==> src/sv/xmbc_pkg.sv <==
`default_nettype none
package xmbc_pkg;

   localparam int BLOCK_W = 64;
   localparam int WORD_W = 32;
   localparam int KEY_LEN_W = 6;
   localparam int CSR_INDEX_W = 3;

   localparam logic [WORD_W-1:0] XTEA_DELTA = 32'h9E37_79B9;

   // Direction codes.
   localparam logic OP_ENCRYPT = 1'b0;
   localparam logic OP_DECRYPT = 1'b1;

   // Status codes.
   localparam logic STATUS_OK = 1'b0;
   localparam logic STATUS_SHORT_KEY = 1'b1;

   // Configuration register indexes.
   localparam logic [CSR_INDEX_W-1:0] REG_KEY_0_7 = 3'd0;
   localparam logic [CSR_INDEX_W-1:0] REG_KEY_8_15 = 3'd1;
   localparam logic [CSR_INDEX_W-1:0] REG_KEY_16_23 = 3'd2;
   localparam logic [CSR_INDEX_W-1:0] REG_KEY_24_31 = 3'd3;
   localparam logic [CSR_INDEX_W-1:0] REG_KEY_LENGTH = 3'd4;

   typedef logic [3:0][WORD_W-1:0] key_words_type;

   typedef struct packed {
      logic               decrypt;
      logic               err;
      logic               fin;
      logic [BLOCK_W-1:0] blk;
   } pipe_type;

   typedef struct packed {
      logic [BLOCK_W-1:0] result_block;
      logic               status;
      logic               final_out;
   } result_type;

   // Running XTEA sum after n additions of the delta, modulo 2^32.
   function automatic logic [WORD_W-1:0] sum_at(input int unsigned n);
      logic [63:0] prod;
      prod = 64'(n) * 64'(XTEA_DELTA);
      return prod[WORD_W-1:0];
   endfunction

endpackage
`default_nettype wire

==> src/sv/xmbc_mix.sv <==
`default_nettype none
module xmbc_mix #(
   parameter bit INVERSE = 1'b0
) (
   input  wire logic                    clock,
   input  wire logic                    reset,
   input  wire logic                    en,
   input  wire logic                    in_valid,
   input  wire xmbc_pkg::pipe_type      in_data,
   input  wire logic [xmbc_pkg::BLOCK_W-1:0] m0,
   input  wire logic [xmbc_pkg::BLOCK_W-1:0] m1,
   output logic                         out_valid,
   output xmbc_pkg::pipe_type           out_data
);
   import xmbc_pkg::*;

   // The forward mix acts on encrypt beats, the inverse mix on decrypt beats;
   // other beats pass through unchanged.
   localparam logic ACTIVE_OP = INVERSE ? OP_DECRYPT : OP_ENCRYPT;

   logic               v1_ff, v1_in, v2_ff, v2_in;
   pipe_type           d1_ff, d1_in, d2_ff, d2_in;
   logic [BLOCK_W-1:0] mx, t, u, v;

   always_comb begin
      mx = m0 ^ m1;
      if (INVERSE) begin
         t = in_data.blk - mx;
         u = {t[16:0], t[BLOCK_W-1:17]} ^ m1;
         v = {u[30:0], u[BLOCK_W-1:31]};
      end else begin
         t = in_data.blk + m0;
         u = {t[32:0], t[BLOCK_W-1:33]} ^ m1;
         v = {u[46:0], u[BLOCK_W-1:47]};
      end
      d1_in = in_data;
      if (in_data.decrypt == ACTIVE_OP) begin
         d1_in.blk = v;
      end
      v1_in = in_valid;

      d2_in = d1_ff;
      if (d1_ff.decrypt == ACTIVE_OP) begin
         d2_in.blk = INVERSE ? (d1_ff.blk - m0) : (d1_ff.blk + mx);
      end
      v2_in = v1_ff;
   end

   always_ff @(posedge clock) begin
      if (reset) begin
         v1_ff <= 1'b0;
         v2_ff <= 1'b0;
      end else if (en) begin
         v1_ff <= v1_in;
         v2_ff <= v2_in;
      end
   end

   always_ff @(posedge clock) begin
      if (en) begin
         d1_ff <= d1_in;
         d2_ff <= d2_in;
      end
   end

   assign out_valid = v2_ff;
   assign out_data = d2_ff;
endmodule
`default_nettype wire

==> config.mk <==
export PLATFORM = sky130hd
export DESIGN_NAME = xmbc_mix
export DESIGN_NICKNAME = d
export VERILOG_FILES = /design/src/sv/xmbc_pkg.sv /design/src/sv/xmbc_mix.sv
export SDC_FILE = /design/constraint.sdc
export NUM_CORES = 1
export LEC_CHECK = 0
export ABC_AREA = 1
export ABC_CLOCK_PERIOD_IN_PS = 2200
export BUFFER_PORTS_ARGS = -buffer_cell sky130_fd_sc_hd__clkbuf_2
export CORE_AREA = 4 4 168 236
export CTS_CLUSTER_SIZE = 30
export DETAILED_ROUTE_END_ITERATION = 6
export DIE_AREA = 0 0 172 240
export HOLD_SLACK_MARGIN = 0.15
export MAX_ROUTING_LAYER = met4
export PLACE_DENSITY_LB_ADDON = 0.15
export SYNTH_ARGS = -nofsm -noshare
export SYNTH_HDL_FRONTEND = slang
export SYNTH_SLANG_ARGS = --single-unit
==> constraint.sdc <==
create_clock -name clock -period 2.2 [get_ports clock]
set_input_delay 0.33 -clock clock [delete_from_list [all_inputs] [get_ports clock]]
set_output_delay 0.33 -clock clock [all_outputs]
set_load 0.05 [all_outputs]
==> summary.md, run 1 <==
| Metric | Value |
|---|---|
| Status | did not finish |
| Failing step | global routing (5_1_grt) |
| Stop err | [ERROR GRT-0232] Routing congestion too high. Check the congestion heatmap in the GUI. |
| Synthesized area | 0.01859 mm2 |
| Worst slack, placed | -0.6509 ns |
| Die width | 172 um |
| Clock tree sinks | 136 |
| Placer Congestion | 1.177 |
| Synth warnings | 0 |
| Number of distinct library cells after synthesis | 34 |
| Number of synthesized register bits | 136 |
| Largest net degree at the start of global routing | 79 |
| PortBufs | 266 |
| Total CTS buffers | 17 |
| Clock root buffer | clkbuf_16 |
| Worst endpoint type | register input |
| Post-synthesis sequential area ratio | 0.2186 |
| Clk buf depth | 2 |
| Number of cells produced by synthesis | 3255 |
| Synth Area in Adders | 0.09099 |
| Main combinational cell family by area after synthesis | simple AND/OR/NAND/NOR gates |
| Worst_ep grt | out_data[61]$_DFFE_PP_/D |
| Die H | 240 um |
| CTS H-Tree Depth | 4 |
| Mean Syn Cell Area | 5.711 um2 |
| GRT Util Overall | 0.7460 |
| GR Overflow Total | 100 |
| Area fraction in compound gates after synthesis | 0.03904 |
| Std cell rows | 84 |
| Xor and xnor area share after synthesis | 0.07585 |
| Post-Synth Simple-Gate Area | 0.4303 |
| Post-synthesis mux area share | 0 |
| Number of I/O pins | 267 |
| Post-DP HPWL | 79.97 mm |
| Syn nets | 3588 |
| Starting Density | 0.4969 |
[repair_timing]
item	in CTS
pin swaps	61
hold endpoints to repair	4
setup buffers	41
endpoints found under the setup margin	53
cloned	0
gates resized for setup	248
hold buffers	4
[cell usage after synthesis (all sizes together)]
library cell | count | area, um2
xnor2 | 42 | 367.9
nand4 | 18 | 112.6
o21bai | 2 | 15.01
edfxtp | 134 | 4024
nor2 | 229 | 939.7
dfxtp | 2 | 40.04
nor3 | 21 | 115.1
nor4 | 6 | 50.04
clkinv | 2 | 7.510
buf | 3 | 15.01
clkbuf | 25 | 93.84
nand3b | 11 | 82.58
nand3 | 192 | 996.0
inv | 688 | 2582
fa | 2 | 40.04
o21ai | 47 | 235.2
and2 | 5 | 31.28
xor2 | 119 | 1042
o21a | 1 | 7.510
o31ai | 3 | 22.52
ha | 132 | 1652
or2 | 24 | 150.2
and3 | 3 | 18.77
nand2 | 1455 | 5504
a21oi | 89 | 445.4
[logic make-up after synthesis]
| kind of cell | after synthesis |
|---|---|
| AO/OA/AOI/OAI | 142 |
| AND/OR/NAND/NOR | 1964 |
| XOR/XNOR | 161 |
| buffers and inverters | 718 |
| flip-flops | 136 |
| adder cells (fa/ha/maj) | 134 |
[routing by layer]
layer  global-route usage  overflow
met1               0.7437         4
met2               0.8983        49
met3               0.5592         9
met4               0.7159        38
met5                    -         -
[per-stage QoR]
step / std cells / cell area, um2
2_1_floorplan: 3255 / 18600
3_3_place_gp: 4572 / 25060
3_5_place_dp: 4572 / 25060
4_1_cts: 4647 / 27240
==> run 2: changes to the inputs <==
==> config.mk (replaced) <==
export PLATFORM = sky130hd
export DESIGN_NAME = xmbc_mix
export DESIGN_NICKNAME = d
export VERILOG_FILES = /design/src/sv/xmbc_pkg.sv /design/src/sv/xmbc_mix.sv
export SDC_FILE = /design/constraint.sdc
export NUM_CORES = 1
export LEC_CHECK = 0
export ABC_AREA = 1
export ABC_CLOCK_PERIOD_IN_PS = 2900
export BUFFER_PORTS_ARGS = -buffer_cell sky130_fd_sc_hd__clkbuf_2
export CORE_AREA = 4 4 236 238
export DETAILED_ROUTE_END_ITERATION = 6
export DIE_AREA = 0 0 240 242
export PLACE_DENSITY_LB_ADDON = 0.15
export SYNTH_ARGS = -nofsm -noshare
export SYNTH_HDL_FRONTEND = slang
export SYNTH_SLANG_ARGS = --single-unit
==> constraint.sdc (replaced) <==
create_clock -name clock -period 2.9 [get_ports clock]
set_input_delay 0.435 -clock clock [delete_from_list [all_inputs] [get_ports clock]]
set_output_delay 0.435 -clock clock [all_outputs]
set_load 0.05 [all_outputs]
==> summary.md, run 2 <==
| Metric | Value |
|---|---|
| Most frequent cells in the layout | nand2_1, inv_1, clkbuf_2 |
| Synthesized area | 0.01859 mm2 (unchanged) |
| Share of post-route cells with drive strength above 1 | 0.1635 |
| Crit-path leading delay family | simple AND/OR/NAND/NOR gates |
| GR met2 Demand/Resource | 0.4942 |
| Total CTS buffers | 17 (unchanged) |
| Clock transition at path regs | 0.07 ns |
| Switching power | 5379 uW |
| Synth warnings | 0 (unchanged) |
| Core area | 0.05360 mm2 |
| Placer Congestion | 1.072 (-8.9%) |
| Starting Density | 0.3468 (-0.1500) |
| Syn nets | 3588 (unchanged) |
| Yosys top cell by area | nand2_1 |
| Number of distinct library cells after synthesis | 34 (unchanged) |
| Final Cell Area | 0.02311 mm2 |
| GRT Util Overall | 0.3001 |
| Number of cells produced by synthesis | 3255 (unchanged) |
| Worst path cell trace | ha_1, nand2_1, nor2_1, nand2_1, nor2_1, and2_1, nand2_1, nand2_1, nand2_1, nand3_1, nand2_1 |
| M1 GR Usage | 0.3901 |
| Worst VDD drop | 0.5342 mV |
| Final core utilization | 0.4312 |
| Clock tree sinks | 136 (unchanged) |
| Die area | 0.05808 mm2 |
| GR peak layer | met2 |
| Worst-Margin Slew | 0.6633 ns |
| Post-CTS sizing | 0 (-100%) |
| Die width | 240 um (+40%) |
| Final worst setup slack | 0.2550 ns |
| Worst slew margin | 0.5578 |
| Post-DP Area | 0.02253 mm2 (-10%) |
| First-pass GRT wire length | 127.0 mm |
| Status | finished clean |
| CTS tree | built |
| CTS H-Tree Depth | 4 (unchanged) |
| Final Max Slew Viols | 0 |
| Crit path buffers/inverters | 0 |
| Combinational power share | 0.562 |
| PortBufs | 266 (unchanged) |
| Routed Antenna Nets | 0 |
| Maxcap violations | 0 |
| Fmax | 0.3781 GHz |
| Leading cell type in the layout, fill and taps excluded | nand2_1 |
| Final period util | 0.9121 |
| Post-synth ARST share | 0 (unchanged) |
| Final hold slack | 0.1241 ns |
| HP Class | in -> reg |
| Worst slack, placed | -0.1555 ns (+0.4954 ns) |
| Lkg Pwr | 0.01379 uW |
| Number of I/O pins | 267 (unchanged) |
| Synth Flop Type | edfxtp_1 |
| Layout area overhead | 24.33% |
| Power per Cell Area | 493.0 mW/mm2 |
| Clock skew | 0.01416 ns |
| Most common cell in the netlist | nand2_1 |
| Worst EP arrival | 2.86 ns |
| Largest net degree at the start of global routing | 50 |
| M3 GR Usage | 0.03017 |
| Vias in the first global route | 20580 |
| Final net count | 4083 |
| CP endpoint kind | flip-flop |
| Routed vias/inst | 4.780 |
| RSZ-0062 raised after global routing | no |
| Sequential Power Share | 0.239 |
| Max FO, Critical Path | 5 |
| Post-synthesis sequential area ratio | 0.2186 (unchanged) |
| Die H | 242 um (+0.83%) |
| Number of flops mapped to enable cells by yosys | 134 (unchanged) |
| Clock group share of total power | 0.198 |
| Internal power | 6015 uW |
| Drt wl/cell | 19.94 um |
| Drt first pass iters | 6 |
| Critical path class | reg -> reg |
| WL final | 88.91 mm |
| Sw Share | 0.4721 |
| Hold Fails Final Rpt | 0 |
| Post-DP HPWL | 79.28 mm (-0.86%) |
| CP Launch Type | flip-flop |
| Top cell type's share of synthesized area | 0.2903 (unchanged) |
| Power Total | 11390 uW |
| Postcts setup bufs | 0 (-100%) |
| Mean Syn Cell Area | 5.711 um2 (unchanged) |
| WP data required | 3.12 ns |
| Number of synthesized register bits | 136 (unchanged) |
| Residual DRC | 0 |
| CTS Hold Bufs | 0 (-4) |
| Most used cell, CP | nand2_1 |
| Commonest cells in the netlist | nand2_1, inv_1, nor2_1 |
| Worst skew pair latency | 0.48 ns |
| Final min period | 2.645 ns |
| Leading post-synthesis cells by cell area | nand2_1, edfxtp_1, inv_1 |
| Initial drt markers | 1774 |
| GR Overflow Total | 0 |
| Clock root buffer | clkbuf_16 |
| Clk buf depth | 2 (unchanged) |
| Final setup fails | 0 |
| Via count | 21310 |
| Std cell rows | 85 (+1.2%) |
| Largest stage delay on the critical path | 0.46 ns |
| Initial antenna violation count | 3 |
| Slowest-stage cell, CP | edfxtp_1 |
[run 2: cell counts after synthesis]
Identical to the previous run, type by type.
[run 2: routing by layer]
layer / routed length [um] / up-vias
met1: 37330 / 9563
met2: 40470 / 780
met3: 5915 / 150
met4: 5175 / 2
li1: - / 10820
met5: 11 / -
[run 2: power by group through the flow]
stage | registers [uW] | clock network (uW) | logic (uW)
3_5_place_dp | 2760 | 0 | 6320
3_3_place_gp | 2770 | 0 | 6300
6_report | 2720 | 2260 | 6410
4_1_cts | 2720 | 2330 | 6340
2_1_floorplan | 3200 | 0 | 3280
5_1_grt | 2750 | 2380 | 7000
[run 2: cells by family (layout without fill, tap and decap cells)]
logic type,after synthesis,in the layout,share of synthesized area
fa+ha+maj,134,134,0.09099
flops,136,136,0.2186
buf+inv,718,1225,0.1452
simple gates,1964,1964,0.4303
xor+xnor,161,161,0.07585
compound gates,142,142,0.03904
other cells,0,1,0
[run 2: final cells by class]
cell class / instances / area, um2
Timing Repair Buffer: 504 / 3174
Tap cell: 696 / 870.8
Clock buffer: 19 / 432.9
Fill cell: 6219 / 30490
Antenna cell: 1 / 2.502
Inverter: 690 / 2590
Multi-Input combinational cell: 2401 / 11830
Clock inverter: 12 / 151.4
Sequential cell: 136 / 4064
[run 2: through the flow]
stage,TNS [ns],instances
4_1_cts,0,4458
3_5_place_dp,-0.2243,4427
6_report,0,4459
3_3_place_gp,-0.2049,4427
2_1_floorplan,0,3255
5_1_grt,0,4458
[run 2: path summary, 6_finish.rpt]
path	endpoint	slack, ns	cells past startpoint	startpoint
setup / recovery	out_data[51]	0.25	11	d1_ff[43]
setup reg to reg	out_data[51]	0.25	11	d1_ff[43]
hold reg to reg	out_data[64]	0.42	0	d1_ff[64]
hold / removal	out_valid	0.12	2	reset
Note: power is estimated with default switching activity, not from simulation.
