==> config.mk <==
export PLATFORM = sky130hd
export DESIGN_NAME = xmbc_round_cell
export DESIGN_NICKNAME = d
export VERILOG_FILES = /design/src/sv/xmbc_pkg.sv /design/src/sv/xmbc_round_cell.sv
export SDC_FILE = /design/constraint.sdc
export NUM_CORES = 1
export LEC_CHECK = 0
export ABC_CLOCK_PERIOD_IN_PS = 14700
export BUFFER_PORTS_ARGS = -buffer_cell sky130_fd_sc_hd__buf_4
export CORE_ASPECT_RATIO = 2
export CORE_MARGIN = 1
export CORE_UTILIZATION = 30
export CTS_CLUSTER_DIAMETER = 120
export DETAILED_ROUTE_END_ITERATION = 7
export PLACE_DENSITY = 0.58
export SETUP_SLACK_MARGIN = 0.5
export SYNTH_ARGS = -nofsm -noshare
export SYNTH_HDL_FRONTEND = slang
export SYNTH_SLANG_ARGS = --single-unit
==> constraint.sdc <==
create_clock -name clock -period 14.7 [get_ports clock]
set_input_delay 1.47 -clock clock [delete_from_list [all_inputs] [get_ports clock]]
set_output_delay 1.47 -clock clock [all_outputs]
set_load 0.02 [all_outputs]
==> src/sv/xmbc_pkg.sv <==
`default_nettype none
package xmbc_pkg;

   localparam int BLOCK_W = 64;
   localparam int WORD_W = 32;
   localparam int KEY_LEN_W = 6;
   localparam int CSR_INDEX_W = 3;

   localparam logic [WORD_W-1:0] XTEA_DELTA = 32'h9E37_79B9;

   // Direction codes.
   localparam logic OP_ENCRYPT = 1'b0;
   localparam logic OP_DECRYPT = 1'b1;

   // Status codes.
   localparam logic STATUS_OK = 1'b0;
   localparam logic STATUS_SHORT_KEY = 1'b1;

   // Configuration register indexes.
   localparam logic [CSR_INDEX_W-1:0] REG_KEY_0_7 = 3'd0;
   localparam logic [CSR_INDEX_W-1:0] REG_KEY_8_15 = 3'd1;
   localparam logic [CSR_INDEX_W-1:0] REG_KEY_16_23 = 3'd2;
   localparam logic [CSR_INDEX_W-1:0] REG_KEY_24_31 = 3'd3;
   localparam logic [CSR_INDEX_W-1:0] REG_KEY_LENGTH = 3'd4;

   typedef logic [3:0][WORD_W-1:0] key_words_type;

   typedef struct packed {
      logic               decrypt;
      logic               err;
      logic               fin;
      logic [BLOCK_W-1:0] blk;
   } pipe_type;

   typedef struct packed {
      logic [BLOCK_W-1:0] result_block;
      logic               status;
      logic               final_out;
   } result_type;

   // Running XTEA sum after n additions of the delta, modulo 2^32.
   function automatic logic [WORD_W-1:0] sum_at(input int unsigned n);
      logic [63:0] prod;
      prod = 64'(n) * 64'(XTEA_DELTA);
      return prod[WORD_W-1:0];
   endfunction

endpackage
`default_nettype wire

==> src/sv/xmbc_round_cell.sv <==
`default_nettype none
module xmbc_round_cell #(
   parameter int ROUNDS = 32,
   parameter int IDX = 0
) (
   input  wire logic                    clock,
   input  wire logic                    reset,
   input  wire logic                    en,
   input  wire logic                    in_valid,
   input  wire xmbc_pkg::pipe_type      in_data,
   input  wire xmbc_pkg::key_words_type key_words,
   output logic                         out_valid,
   output xmbc_pkg::pipe_type           out_data
);
   import xmbc_pkg::*;

   // Each cell is one half of an XTEA round; even cells do the first half.
   localparam int RND = IDX / 2;
   localparam bit ODD = (IDX % 2) == 1;
   localparam logic [WORD_W-1:0] ENC_SUM = ODD ? sum_at(RND + 1) : sum_at(RND);
   localparam logic [WORD_W-1:0] DEC_SUM = ODD ? sum_at(ROUNDS - RND - 1)
                                               : sum_at(ROUNDS - RND);
   localparam logic [1:0] ENC_KEY = ODD ? ENC_SUM[12:11] : ENC_SUM[1:0];
   localparam logic [1:0] DEC_KEY = ODD ? DEC_SUM[1:0] : DEC_SUM[12:11];

   logic              valid_ff, valid_in;
   pipe_type          data_ff, data_in;
   logic              is_dec, to_b;
   logic [WORD_W-1:0] word_a, word_b, src, dst, f_val, tweak, upd;
   logic [1:0]        kidx;
   logic [WORD_W-1:0] sum;

   always_comb begin
      is_dec = in_data.decrypt == OP_DECRYPT;
      // Encryption updates the low word first, decryption the high word first.
      to_b = ODD ^ is_dec;
      word_a = in_data.blk[WORD_W-1:0];
      word_b = in_data.blk[BLOCK_W-1:WORD_W];
      src = to_b ? word_a : word_b;
      dst = to_b ? word_b : word_a;
      sum = is_dec ? DEC_SUM : ENC_SUM;
      kidx = is_dec ? DEC_KEY : ENC_KEY;
      f_val = ((src << 4) ^ (src >> 5)) + src;
      tweak = f_val ^ (sum + key_words[kidx]);
      upd = is_dec ? (dst - tweak) : (dst + tweak);
      data_in = in_data;
      data_in.blk = to_b ? {upd, word_a} : {word_b, upd};
      valid_in = in_valid;
   end

   always_ff @(posedge clock) begin
      if (reset) begin
         valid_ff <= 1'b0;
      end else if (en) begin
         valid_ff <= valid_in;
      end
   end

   always_ff @(posedge clock) begin
      if (en) begin
         data_ff <= data_in;
      end
   end

   assign out_valid = valid_ff;
   assign out_data = data_ff;
endmodule
`default_nettype wire

Yosys cells after proc, flatten, opt, wreduce, memory -nomap -nowiden
Index checks and enable logic that the tools add are counted.

cells by class
  add/subtract/negate cells = 4
  $mul = 0
  div/mod/pow operators = 0
  order comparisons = 1
  equal/unequal tests = 0
  shift operators = 0
  mux-type cells = 8
  bitwise logic cells = 2
  reduce and logical (&&, ||, !) cells = 0

operator list
  cell                                                                          number
  32-bit 2-to-1 mux                                                             5
  32-bit adder                                                                  3
  32-bit binary-select mux with 2-bit select                                    1
  64-bit 2-to-1 mux                                                             1
  32-bit subtractor                                                             1
  32-bit by 27-bit XOR with 32-bit output                                       1
  32-bit XOR                                                                    1
  2-bit by 3-bit less-than comparator with 1-bit output, second input constant  1
  2-bit 2-to-1 mux                                                              1

word-level totals
  bits in registers = 68
  bits in latches = 0
  bits in writable memories = 0
  bits in read-only memories = 0
  output and inout bits = 68
  memories = 0

Depth between registers and ports, before layout
  word-level depth = 8
  gate-level depth with buffers = 32
  gate-level depth less buffers = 27

Worst setup path after synthesis
No wires, ideal clock.

  kind = input port to flip-flop
  from = input port in_data[66] (netlist name)
  to = register data_ff, in the netlist out_data[31] (data pin)
  library setup time = 269 ps
  arrival time = 7808 ps
  required time = 14431 ps
  path slack = 6624 ps
  stages on the path = 31
  path buffers = 7
  path through = buf_4 > buf_2 > clkbuf_1 > buf_1 > clkbuf_1 > clkbuf_1 > nand2_1 > nand2_1 > ha_1 > a21oi_1 > o221ai_1 > xnor2_1 > nand3_1 > a211oi_2 > nand3_1 > nor4_1 > nand3_1 > o21a_1 > xnor2_1 > ha_1 > clkbuf_1 > nand3_1 > nor2_1 > a21boi_0 > o41ai_1 > a31oi_1 > a31oi_1 > a211o_1 > xnor3_1 > nor4_1 > o31ai_1

RTL lines
  what                  line                   RTL
  from (decl)           xmbc_round_cell.sv:10  input wire xmbc_pkg::pipe_type in_data,
  to (signal assigned)  xmbc_round_cell.sv:61  data_ff <= data_in;
  to (decl)             xmbc_round_cell.sv:27  pipe_type data_ff, data_in;

==> metrics.log <==
[metrics] result of the run: finished with violations
[metrics] failing checks: design-rule violations
[metrics] Startpoint Class: input port
[metrics] IR drop worst, VDD: 0.0000763 V
[metrics] flop and latch count out of synthesis: 68
[metrics] Setup Crit Path Kind: in2reg
[metrics] Final #Nets: 1549
[metrics] clock tree from TritonCTS: built
[metrics] top post-synthesis cells by area: sky130_fd_sc_hd__edfxtp_1 (22%), sky130_fd_sc_hd__xnor2_1 (11%), sky130_fd_sc_hd__ha_1 (11%)
[metrics] Routed WL: 27.8 mm
[metrics] Post-Synthesis Cells: 1083
[metrics] largest net degree at the start of global routing: roughly 120
[metrics] CTS Buf Count: 9
[metrics] clock slew seen by the registers of the worst setup and hold paths: 60 ps
[metrics] syn avg cell area: 8.45 µm²
[metrics] DIE AREA: 31300 µm²
[metrics] number of cells on the worst reg-to-reg path: 2
[metrics] worst reg-to-reg setup slack: between 10000 and 15000 ps
[metrics] vias after detailed routing: between 8k and 9k
[metrics] largest fanout of any net on the critical path: approximately 120
[metrics] leakage power figure: 0.00496 µW
[metrics] worst reg2reg path startpoint: out_valid$_SDFFE_PP0P_
[metrics] detailed placer's ending HPWL: 23.3 mm
[metrics] layout-stage area growth over the synthesis result: 24.0%
[metrics] async set or reset register ratio after synthesis: 0%
[metrics] Yosys warning count: 0
[metrics] average detailed-routed wire length per instance: between 15 and 20 µm
[metrics] effective utilization at floorplan: 30.4%
[metrics] DRC violation count after routing: 16
[metrics] number of primary I/O pins: 267
[metrics] filler-free cell count of the finished design: 1643
[metrics] fin worst setup slack: 5860 ps
[metrics] Mapped Area: 9150 µm²
[metrics] Hold WS: 500 ps
[metrics] Post-Place Setup Slack: approximately 5500 ps
[metrics] endpoint of the worst setup timing path: out_data[31]$_DFFE_PP_
[metrics] Final ANT Viol Nets: 0
[metrics] Core Rows: 90
[metrics] arrival time of data at the critical path endpoint: 8920 ps
[metrics] class of the most critical hold timing path: reg2reg
[metrics] number of hold violations in the final report: 0
[metrics] number of violations reported at the end of detailed-routing iteration 0: 428
[metrics] post-synthesis sequential area ratio: around 22%
[metrics] post-synthesis cell type with the largest combined area: sky130_fd_sc_hd__edfxtp_1
[metrics] global-route wire length before repair: 42.8 mm
[metrics] final setup skew: 0 ps
[metrics] number of levels in the clock H-tree: 3
[metrics] number of enable-type register cells in the synthesized netlist: 67
[metrics] clk_lat worst skew: ~340 ps
[metrics] Sum Neg Setup Slack: 0 ps
[metrics] Worst-Margin Slew: between 1000 and 1500 ps
[metrics] width of the die: 126 µm
[metrics] First-pass DRT Iterations: 8
[metrics] Max-Cap Viols: 0
[metrics] Root Driver: sky130_fd_sc_hd__clkbuf_16
[metrics] number of cells upsized or downsized after cts: 0
[metrics] Power per Cell Area: 174 nW/µm²
[metrics] # clock sinks: 68
[metrics] commonest cells in the netlist: sky130_fd_sc_hd__nand2_1 (132), sky130_fd_sc_hd__xnor2_1 (117), sky130_fd_sc_hd__nor2_1 (82)
[metrics] detailed-route vias per instance: 5.15
[metrics] dominant synthesized flop cell: sky130_fd_sc_hd__edfxtp_1
[metrics] die height: about 250 µm
[metrics] headroom to the max-slew limit: 26.4%
[metrics] worst reg2reg path endpoint: out_valid$_SDFFE_PP0P_
[metrics] number of instances on the worst hold path: 2
[metrics] Final period util: 60.1%
[metrics] share of cells above drive strength 1: 23.4%
[metrics] Worst Setup End Kind: flip-flop
[metrics] share of the synthesized area in the top cell type: 22.0%
[metrics] post-route minimum period: 8840 ps
[metrics] distinct cell type count after synthesis: 79
[metrics] setup-violating endpoint count in the final report: 0
[metrics] maximum number of buffers from clock root to sink: 2
[metrics] Pins Over Slew Limit: 0
[metrics] maximum achievable frequency: 113 MHz
[metrics] Worst Path Required: 14780 ps
[metrics] Cells after DPL: about 1.6k
[metrics] remaining global-route overflow: 0
[metrics] Total GRT Usage: between 10% and 20%
[metrics] Post-Syn Nets: 1365
[metrics] setup bufs post-CTS: 0
[metrics] Port Buf Inserts: 202
[metrics] weighted congestion reported at the end of routability-driven placement: 0.866
[metrics] number of antenna violations at the first check in global routing: 3
[metrics] startpoint of the most critical setup path: in_data[66]
[metrics] library cell with the highest instance count after synthesis: sky130_fd_sc_hd__nand2_1
[metrics] number of inserted filler cells in the final layout: 3043
[metrics] Core Footprint: 30100 µm²
[metrics] vias in the first global route: about 8.4k
[metrics] Post-CTS Hold Fix Bufs: 0
[metrics] unrepaired setup endpoints after global routing: no
-- metrics by stage --
stage / utilization, % / total power [µW] / area (µm²)
CTS: 37.7 / 1980 / 11300
floorplan: - / 1370 / 9150
detailed placement: 36.7 / 1750 / 11000
finish: 37.8 / 1970 / 11400
global placement: 36.7 / 1730 / 11000
global route: 37.8 / 2120 / 11400
-- report_power, final --
part           internal (µW)  switching, µW
logic                    603            801
registers                323           21.2
clock network            132           89.5
-- layout make-up --
class                           instances  area (µm²)  share of cell area (%)
Clock buffer                            9         225                    1.98
Tap cell                              368         460                    4.06
Multi-Input combinational cell        942        6840                    60.3
Inverter                               41         154                    1.36
Clock inverter                          7        73.8                   0.650
Timing Repair Buffer                  205        1560                    13.7
Antenna cell                            3        7.51                  0.0661
Sequential cell                        68        2030                    17.9
-- critical path: stages --
cell and delay [ps]:
sky130_fd_sc_hd__buf_6 300, sky130_fd_sc_hd__buf_4 510, sky130_fd_sc_hd__buf_12 470, sky130_fd_sc_hd__mux2_2 400, sky130_fd_sc_hd__ha_1 330, sky130_fd_sc_hd__a21o_1 210
sky130_fd_sc_hd__o21ai_0 410, sky130_fd_sc_hd__a21oi_1 170, sky130_fd_sc_hd__xnor2_1 160, sky130_fd_sc_hd__xnor2_1 210, sky130_fd_sc_hd__nor4_1 650, sky130_fd_sc_hd__nand3_1 290
sky130_fd_sc_hd__o21a_1 250, sky130_fd_sc_hd__xnor2_1 140, sky130_fd_sc_hd__ha_1 400, sky130_fd_sc_hd__nand3_1 150, sky130_fd_sc_hd__nor2_1 80, sky130_fd_sc_hd__a21boi_0 150
sky130_fd_sc_hd__o41ai_1 620, sky130_fd_sc_hd__a31oi_1 230, sky130_fd_sc_hd__a31oi_1 280, sky130_fd_sc_hd__a211o_1 200, sky130_fd_sc_hd__xnor3_1 360, sky130_fd_sc_hd__nor4_1 240
sky130_fd_sc_hd__o31ai_1 110
-- registers in the layout, summed over array words and instances, names as in the netlist --
register	flops
out_data	67
out_valid	1
-- worst min path at each step --
stage / start / endpoint / slack (ps)
after floorplan: out_valid$_SDFFE_PP0P_ / out_valid$_SDFFE_PP0P_ / 580
after global placement: out_valid$_SDFFE_PP0P_ / out_valid$_SDFFE_PP0P_ / 480
after detailed placement: out_valid$_SDFFE_PP0P_ / out_valid$_SDFFE_PP0P_ / 490
after CTS: out_valid$_SDFFE_PP0P_ / out_valid$_SDFFE_PP0P_ / 510
after global routing: out_valid$_SDFFE_PP0P_ / out_valid$_SDFFE_PP0P_ / 550
final: out_valid$_SDFFE_PP0P_ / out_valid$_SDFFE_PP0P_ / 500
-- cell families after synthesis --
group,after synthesis,synth area share (%)
adder cells (fa/ha/maj),83,11.5
buffers and inverters,73,3.05
XOR/XNOR,165,16.4
multiplexers,71,8.65
AND/OR/NAND/NOR,347,17.8
AO/OA/AOI/OAI,276,20.4
flip-flops,68,22.2
-- layer usage --
metal	part of all wire, %	GRT usage, %	wire length [µm]	vias up
li1	-	-	-	4292
met5	0	0	0	-
met1	37	18.0	10300	3909
met2	56	34.6	15500	210
met3	3.5	1.37	980	53
met4	3.7	9.27	1040	0
-- cells in the final DEF, fill, tap and decap left out, drive strengths merged, types with 13 or more instances in the layout --
cell type,netlist,layout
nand2,132,132
nand3,24,24
a21o,42,42
mux2i,16,16
a21oi,81,81
ha,81,81
o21ai,44,44
nor2b,29,29
inv,41,43
xnor2,117,117
nand2b,13,13
nor2,82,82
o21a,13,13
edfxtp,67,67
buf,13,205
mux2,55,55
nor3,14,14
xor2,44,44
(Power assumes the default switching activity.)
