==> src/sv/xmbc_pkg.sv <==
`default_nettype none
package xmbc_pkg;

   localparam int BLOCK_W = 64;
   localparam int WORD_W = 32;
   localparam int KEY_LEN_W = 6;
   localparam int CSR_INDEX_W = 3;

   localparam logic [WORD_W-1:0] XTEA_DELTA = 32'h9E37_79B9;

   // Direction codes.
   localparam logic OP_ENCRYPT = 1'b0;
   localparam logic OP_DECRYPT = 1'b1;

   // Status codes.
   localparam logic STATUS_OK = 1'b0;
   localparam logic STATUS_SHORT_KEY = 1'b1;

   // Configuration register indexes.
   localparam logic [CSR_INDEX_W-1:0] REG_KEY_0_7 = 3'd0;
   localparam logic [CSR_INDEX_W-1:0] REG_KEY_8_15 = 3'd1;
   localparam logic [CSR_INDEX_W-1:0] REG_KEY_16_23 = 3'd2;
   localparam logic [CSR_INDEX_W-1:0] REG_KEY_24_31 = 3'd3;
   localparam logic [CSR_INDEX_W-1:0] REG_KEY_LENGTH = 3'd4;

   typedef logic [3:0][WORD_W-1:0] key_words_type;

   typedef struct packed {
      logic               decrypt;
      logic               err;
      logic               fin;
      logic [BLOCK_W-1:0] blk;
   } pipe_type;

   typedef struct packed {
      logic [BLOCK_W-1:0] result_block;
      logic               status;
      logic               final_out;
   } result_type;

   // Running XTEA sum after n additions of the delta, modulo 2^32.
   function automatic logic [WORD_W-1:0] sum_at(input int unsigned n);
      logic [63:0] prod;
      prod = 64'(n) * 64'(XTEA_DELTA);
      return prod[WORD_W-1:0];
   endfunction

endpackage
`default_nettype wire

==> src/sv/xmbc_out_skid.sv <==
`default_nettype none
module xmbc_out_skid (
   input  wire logic            clock,
   input  wire logic            reset,
   input  wire logic            in_valid,
   input  wire xmbc_pkg::pipe_type in_data,
   input  wire logic            out_ready,
   output logic                 en,
   output logic                 out_valid,
   output xmbc_pkg::result_type out_data
);
   import xmbc_pkg::*;

   logic       out_valid_ff, out_valid_in, skid_valid_ff, skid_valid_in;
   result_type out_data_ff, out_data_in, skid_data_ff, skid_data_in, incoming;

   always_comb begin
      incoming.result_block = in_data.err ? '0 : in_data.blk;
      incoming.status = in_data.err ? STATUS_SHORT_KEY : STATUS_OK;
      incoming.final_out = in_data.fin;

      out_valid_in = out_valid_ff;
      out_data_in = out_data_ff;
      skid_valid_in = skid_valid_ff;
      skid_data_in = skid_data_ff;

      // While the skid stage holds a beat the pipeline is frozen.
      if (skid_valid_ff) begin
         if (out_ready) begin
            out_data_in = skid_data_ff;
            skid_valid_in = 1'b0;
         end
      end else if (in_valid) begin
         if (!out_valid_ff || out_ready) begin
            out_valid_in = 1'b1;
            out_data_in = incoming;
         end else begin
            skid_valid_in = 1'b1;
            skid_data_in = incoming;
         end
      end else if (out_ready) begin
         out_valid_in = 1'b0;
      end
   end

   always_ff @(posedge clock) begin
      if (reset) begin
         out_valid_ff <= 1'b0;
         skid_valid_ff <= 1'b0;
      end else begin
         out_valid_ff <= out_valid_in;
         skid_valid_ff <= skid_valid_in;
      end
   end

   always_ff @(posedge clock) begin
      out_data_ff <= out_data_in;
      skid_data_ff <= skid_data_in;
   end

   assign en = !skid_valid_ff;
   assign out_valid = out_valid_ff;
   assign out_data = out_data_ff;

`ifndef SYNTHESIS
   a_skid_behind_out: assert property (@(posedge clock) disable iff (reset)
      skid_valid_ff |-> out_valid_ff)
      else $error("skid stage full while output register empty");

   a_skid_fill_on_stall: assert property (@(posedge clock) disable iff (reset)
      $rose(skid_valid_ff) |-> $past(out_valid_ff && !out_ready))
      else $error("skid stage filled without a stalled output");

   a_short_key_zero: assert property (@(posedge clock) disable iff (reset)
      out_valid_ff && (out_data_ff.status == STATUS_SHORT_KEY)
      |-> out_data_ff.result_block == '0)
      else $error("short-key result carries a non-zero block");
`endif
endmodule
`default_nettype wire

==> config.mk <==
export PLATFORM = sky130hd
export DESIGN_NAME = xmbc_out_skid
export DESIGN_NICKNAME = d
export VERILOG_FILES = /design/src/sv/xmbc_pkg.sv /design/src/sv/xmbc_out_skid.sv
export SDC_FILE = /design/constraint.sdc
export NUM_CORES = 1
export LEC_CHECK = 0
export ABC_AREA = 1
export ABC_CLOCK_PERIOD_IN_PS = 11600
export BUFFER_PORTS_ARGS = -buffer_cell sky130_fd_sc_hd__buf_2
export CORE_MARGIN = 5
export CORE_UTILIZATION = 40
export DETAILED_ROUTE_END_ITERATION = 16
export SYNTH_ARGS = -nofsm -noshare
export SYNTH_HDL_FRONTEND = slang
export SYNTH_SLANG_ARGS = --single-unit
==> constraint.sdc <==
create_clock -name clock -period 11.6 [get_ports clock]
set_input_delay 1.16 -clock clock [delete_from_list [all_inputs] [get_ports clock]]
set_output_delay 1.16 -clock clock [all_outputs]
set_load 0.01 [all_outputs]
---- Word-level counts from Yosys, hierarchy flattened ----
Index checks and enable logic that the tools add are counted.
operators by class
  add/sub/neg operators ................... 0
  multiply operators ...................... 0
  div/mod/pow operators ................... 0
  order comparisons ....................... 0
  eq/ne operators ......................... 2
  shift-type cells ........................ 0
  mux-type cells .......................... 13
  bitwise operators ....................... 2
  reductions and logical operators ........ 9
operators with widths
  kind                                                              number
  66-bit two-way mux                                                4
  64-bit two-way mux                                                1
  3-bit AND reduction                                               3
  1-bit two-way mux                                                 8
  2-bit nonzero test                                                3
  1-bit zero test                                                   2
  2-bit by 1-bit != test with 1-bit output (second input constant)  1
  2-bit != test (second input constant)                             1
  1-bit inverter                                                    2
  1-bit logical OR                                                  1
word-level totals
  bits in registers ....................... 134
  bits in latches ......................... 0
  memory bits (writable) .................. 0
  bits in read-only memories .............. 0
  bits of input ports ..................... 71
  output and inout bits ................... 68
  memories ................................ 0

---- Depth between registers and ports, before layout ----
  depth after elaboration ................. 5
  depth in mapped cells ................... 7
  depth with buffers taken out ............ 5

---- Worst setup path before layout ----
OpenSTA, ideal clock, no wires.
  kind .................................... input to register
  start point ............................. input in_valid
  end point ............................... register out_data_ff, in the netlist out_data[0], enable pin
  arrival ................................. 4.475 ns
  required time ........................... 11.086 ns
  path slack .............................. 6.611 ns
  cell stages on the path ................. 2
  path buffers ............................ 0
  cell sequence ........................... nand2_1 o22ai_1
on the way
  longest elaborated chain between the ends .. 2
RTL lines
  element                        line                 RTL
  start, declared                xmbc_out_skid.sv:5   input wire logic in_valid,
  2-bit nonzero test (no line)   n/a
  3-bit AND reduction (no line)  n/a
  end signal, assigned           xmbc_out_skid.sv:57  out_data_ff <= out_data_in;
  end, declared                  xmbc_out_skid.sv:15  result_type out_data_ff, out_data_in, skid_data_ff, skid_data_in, incoming;
No other way between the ends.
A chain may end at the register's enable or synchronous reset.

---- Final worst setup path ----
  start point ............................. register skid_valid_ff
  end point ............................... register out_data_ff, in the netlist out_data[13], enable pin
on the way
  longest elaborated chain between the ends .. 2
  elaborated cells between the ends (all ways) .. 4
  classes of those cells .................. eq/ne (1); reduce/logical (3)
RTL lines
  element                                                               line                 RTL
  start, declared                                                       xmbc_out_skid.sv:14  logic out_valid_ff, out_valid_in, skid_valid_ff, skid_valid_in;
  start signal, assigned                                                xmbc_out_skid.sv:52  skid_valid_ff <= skid_valid_in;
  2-bit != test (no line) / 2-bit nonzero test (equally long branches)  n/a
  3-bit AND reduction (no line) (*)                                     n/a
Every way passes the cells marked *; elsewhere a longest branch is shown, timed or not.

==> impl.org <==
** Outcome
- Status :: complete, no violations

** Synth
- Averaged over all synthesized cells, the footprint is 11.4 um2.
- The mapped netlist covers 5680 um2.
- Largest family of logic cells by synthesized area :: simple AND/OR/NAND/NOR gates
- Cell type contributing the most total cell area after synthesis :: sky130_fd_sc_hd__edfxtp_1
- After synthesis the netlist holds a flip-flop and latch count of 134.
- Yosys attributes the largest share of cell area to sky130_fd_sc_hd__edfxtp_1 70%, sky130_fd_sc_hd__nand2_1 13%, sky130_fd_sc_hd__inv_1 4.6%, sky130_fd_sc_hd__nor2_2 3.5%, sky130_fd_sc_hd__nor2_4 3.4%.
- Of the total synthesized cell area, the portion taken by AND, OR, NAND and NOR gates is 0.216.
- Counting every instance in the synthesized netlist gives 500.
- Count of warnings emitted by yosys :: 0
- Of the total synthesized cell area, the portion taken by XOR and XNOR cells is 0.
- Portion of netlist area occupied by mux cells :: 0
- Of the total synthesized cell area, the portion taken by full adders, half adders and majority gates is 0.
- Of the synthesized area, sequential elements account for 0.704.
- The compound-gate portion of the synthesized area came to 0.00198.
- Area share of the largest cell type after synthesis :: 0.697
- Number of distinct standard cells referenced by the synthesized netlist :: 15
- Post-synth net total :: 571

** Place
- Post-detail-place hpwl :: 6970 um
- After detailed placement, the total cell area comes to 6470 um2.
- Buffers on Ports :: 137
- Routability congestion estimate :: 0.732

** GRT
- Largest net degree at the start of global routing :: 71
- The first global-routing pass estimated 18,300 um of wire.
- Via count of the first global-routing pass :: 3,772
- GR Overflow Total :: 0
- Tot GR Track Use :: 0.144
- The initial antenna violation count is 0.

** Hold path
- Startpoint of the tightest hold check path :: skid_data_ff[18]
- Kind of path behind the tightest hold check :: reg -> reg
- Hold depth :: 2
- For hold timing, the worst endpoint is out_data[18].

** Detailed routing
- Via/cell ratio :: 4.44
- Once detail routing completed, the nets flagged for antenna violations numbered 0.
- After detailed routing, the average wire length per cell comes to 13.7 um.
- In the routed design, unresolved DRC markers number 0.
- The first TritonRoute pass finished after 4 iterations.
- DRT iter0 DRCs :: 181
- Total vias in the final route :: 3,694
- Post-Route WL :: 11,400 um

** Worst setup path
- The number of buffers and inverters on the critical path is 4.
- STA puts the critical path data arrival time at 3320 ps.
- The startpoint identified for the worst register-to-register timing path is skid_valid_ff.
- Register-to-register setup slack :: 8310 ps
- For this run, the slowest stage of the critical path takes 720 ps.
- In this run the critical register-to-register path is captured at out_data[13].
- The kind of cell with the highest combined delay along the critical path is buffers and inverters.
- Most frequent CP cell :: sky130_fd_sc_hd__buf_4
- The worst setup path is captured at a register.
- Number of cells traversed by the worst register-to-register path :: 6
- Category of the most critical setup path :: reg -> reg
- Maximum fanout count along the critical path :: 70
- Data required time at the worst endpoint :: 11,630 ps
- Startpoint types :: register
- Master of the slowest instance on the critical path :: sky130_fd_sc_hd__buf_4
- Traced cell by cell, the critical path runs through buf_4 > inv_2 > buf_4 > nand2_1 > o22ai_4 > buf_4.

** STA
- Final period demand of the worst path :: 3290 ps
- In the finished design, the share of the clock period the worst path needs comes to 0.283.
- At the pin with the least slew margin, the transition time is 907 ps.
- Final setup skew :: 5.28 ps
- Number of endpoints with negative hold slack in the final report :: 0
- Max Freq :: 304 MHz
- The number of slew-limit violations in the final report is 0.
- Unrepaired setup endpoints after global routing :: false
- Max-slew headroom :: 0.395
- Setup violations remaining at the end of the flow were counted as 0.
- In the final timing run, aggregate negative setup slack is 0 ps.

** Final layout
- Number of inserted diodes :: 0
- Final standard cell area without fillers :: 7080 um2
- Share of the core filled with cells in the final layout :: 0.508
- Fill count :: 1,281
- Area growth from synthesis to final layout :: 24.6%
- NumNets Final :: 710
- Share of layout cells above drive strength 1 :: 0.345

** Floorplanning
- The floorplan has 43 rows.
- The floorplan step defined a die boundary enclosing 16,700 um2.
- Pin placement for this block handled 139 I/O pins.
- Core area :: 13,900 um2
- The floorplan step set the die height to 129 um.
- From left edge to right edge, the die measures 129 um.
- For this configuration, the core starts out at a cell density of 0.408.

** Pwr
- In this run the static leakage power is 3.27 nW.
- Peak supply drop :: 0.0000927 V
- In this run the power density over the cells is 172 nW/um2.

** CTS
- Total of cells resized after clock tree synthesis :: 0
- The H-tree generated during clock tree synthesis spans 4 levels.
- Clock-pin transition on the worst setup and hold timing paths :: 60 ps
- Number of buffers inserted by hold repair at cts :: 0
- Clock network latency to the later pin of the worst-skew pair :: 410 ps
- The clock passes through at most 2 buffers.
- The tree is rooted in a sky130_fd_sc_hd__clkbuf_16.
- Total CTS buffers :: 17
- Clock tree synthesis found a total of 134 sinks.
- TritonCTS clock tree :: yes
- The number of setup buffers added after CTS is 0.

** Flow run
- Across the run, the number of max-cap violations was 0.
## worst reg2reg max path, stage by stage (launching register included)
cell	delay, ps
sky130_fd_sc_hd__dfxtp_2	310
sky130_fd_sc_hd__buf_4	350
sky130_fd_sc_hd__inv_2	530
sky130_fd_sc_hd__buf_4	520
sky130_fd_sc_hd__nand2_1	280
sky130_fd_sc_hd__o22ai_4	160
sky130_fd_sc_hd__buf_4	720
## registers in the layout, summed over array words and instances, names as in the netlist
register       flops
skid_data_ff      66
skid_valid_ff      1
out_valid          1
out_data          66
## placed cells by master, fill, tap and decap left out
cell / netlist / routed
sky130_fd_sc_hd__clkinv_2: 0 / 5
sky130_fd_sc_hd__clkinvlp_4: 0 / 1
sky130_fd_sc_hd__clkbuf_16: 0 / 17
sky130_fd_sc_hd__a21oi_1: 1 / 1
sky130_fd_sc_hd__dfxtp_1: 2 / 1
sky130_fd_sc_hd__inv_1: 70 / 69
sky130_fd_sc_hd__bufinv_16: 0 / 3
sky130_fd_sc_hd__edfxtp_1: 132 / 132
sky130_fd_sc_hd__nor2_2: 32 / 32
sky130_fd_sc_hd__nand3_1: 1 / 1
sky130_fd_sc_hd__nand2_1: 204 / 204
sky130_fd_sc_hd__clkbuf_1: 3 / 2
sky130_fd_sc_hd__o22ai_4: 0 / 1
sky130_fd_sc_hd__buf_4: 0 / 6
sky130_fd_sc_hd__dfxtp_2: 0 / 1
sky130_fd_sc_hd__buf_2: 9 / 136
sky130_fd_sc_hd__clkbuf_8: 0 / 4
sky130_fd_sc_hd__nor2_4: 17 / 17
sky130_fd_sc_hd__inv_2: 1 / 2
sky130_fd_sc_hd__nor2_1: 17 / 17
## synth_stat cells
master and n:
sky130_fd_sc_hd__a21oi_1 1, sky130_fd_sc_hd__buf_2 9, sky130_fd_sc_hd__buf_6 8, sky130_fd_sc_hd__buf_8 2, sky130_fd_sc_hd__clkbuf_1 3, sky130_fd_sc_hd__dfxtp_1 2
sky130_fd_sc_hd__edfxtp_1 132, sky130_fd_sc_hd__inv_1 70, sky130_fd_sc_hd__inv_2 1, sky130_fd_sc_hd__nand2_1 204, sky130_fd_sc_hd__nand3_1 1, sky130_fd_sc_hd__nor2_1 17
sky130_fd_sc_hd__nor2_2 32, sky130_fd_sc_hd__nor2_4 17, sky130_fd_sc_hd__o22ai_1 1
## report_power, final
part | internal (mW) | leakage, nW | switching (mW) | total [mW]
Clock | 0.359 | 0.303 | 0.189 | 0.548
Combinational | 0.0345 | 1.68 | 0.0625 | 0.0970
Sequential | 0.564 | 1.29 | 0.00682 | 0.571
Total | 0.958 | 3.27 | 0.258 | 1.22
## through the flow
| stage | power [mW] | instances | hold WS [ps] | setup WS (ps) |
|---|---|---|---|---|
| after global routing | 1.27 | 832 | 532 | 8120 |
| after CTS | 1.23 | 832 | 518 | 8270 |
| after floorplan | 0.640 | 500 | 490 | 6610 |
| after detailed placement | 0.680 | 800 | 506 | 8270 |
| after global placement | 0.678 | 800 | 498 | 8340 |
| final | 1.22 | 832 | 514 | 8310 |
## layout make-up
type                    count  area [um2]  area share
clock inverters             9         123      0.0173
flip-flops and latches    134        4010       0.565
well taps                 180         225      0.0318
repair buffers            142         726       0.102
inverters                  71         267      0.0376
multi-input cells         273        1250       0.177
clock buffers              23         488      0.0689
## how the worst max path moves through the flow
| stage | startpoint | endpoint | slack (ps) | cells past startpoint |
|---|---|---|---|---|
| finish | skid_valid_ff | out_data[13] | 8310 | 6 |
| global route | skid_valid_ff | out_data[13] | 8120 | 6 |
| CTS | skid_valid_ff | out_data[13] | 8270 | 6 |
| detailed placement | skid_valid_ff | out_data[12] | 8270 | 6 |
| global placement | skid_valid_ff | out_data[17] | 8340 | 6 |
| floorplan | in_valid | out_data[0] | 6610 | 2 |
## layer usage
layer  wire length, um  global-route usage  vias up
met5                 0                   0        -
met4               252              0.0772        0
met3               680              0.0367       19
met2              5660               0.237      108
met1              4840               0.174     1714
li1                  -                   -     1853
## cells by family (layout without fill, tap and decap cells)
family	count (synthesis)	count (layout)
AO/OA/AOI/OAI	2	2
buffers and inverters	93	245
flip-flops	134	134
AND/OR/NAND/NOR	271	271
(Power assumes the default switching activity.)
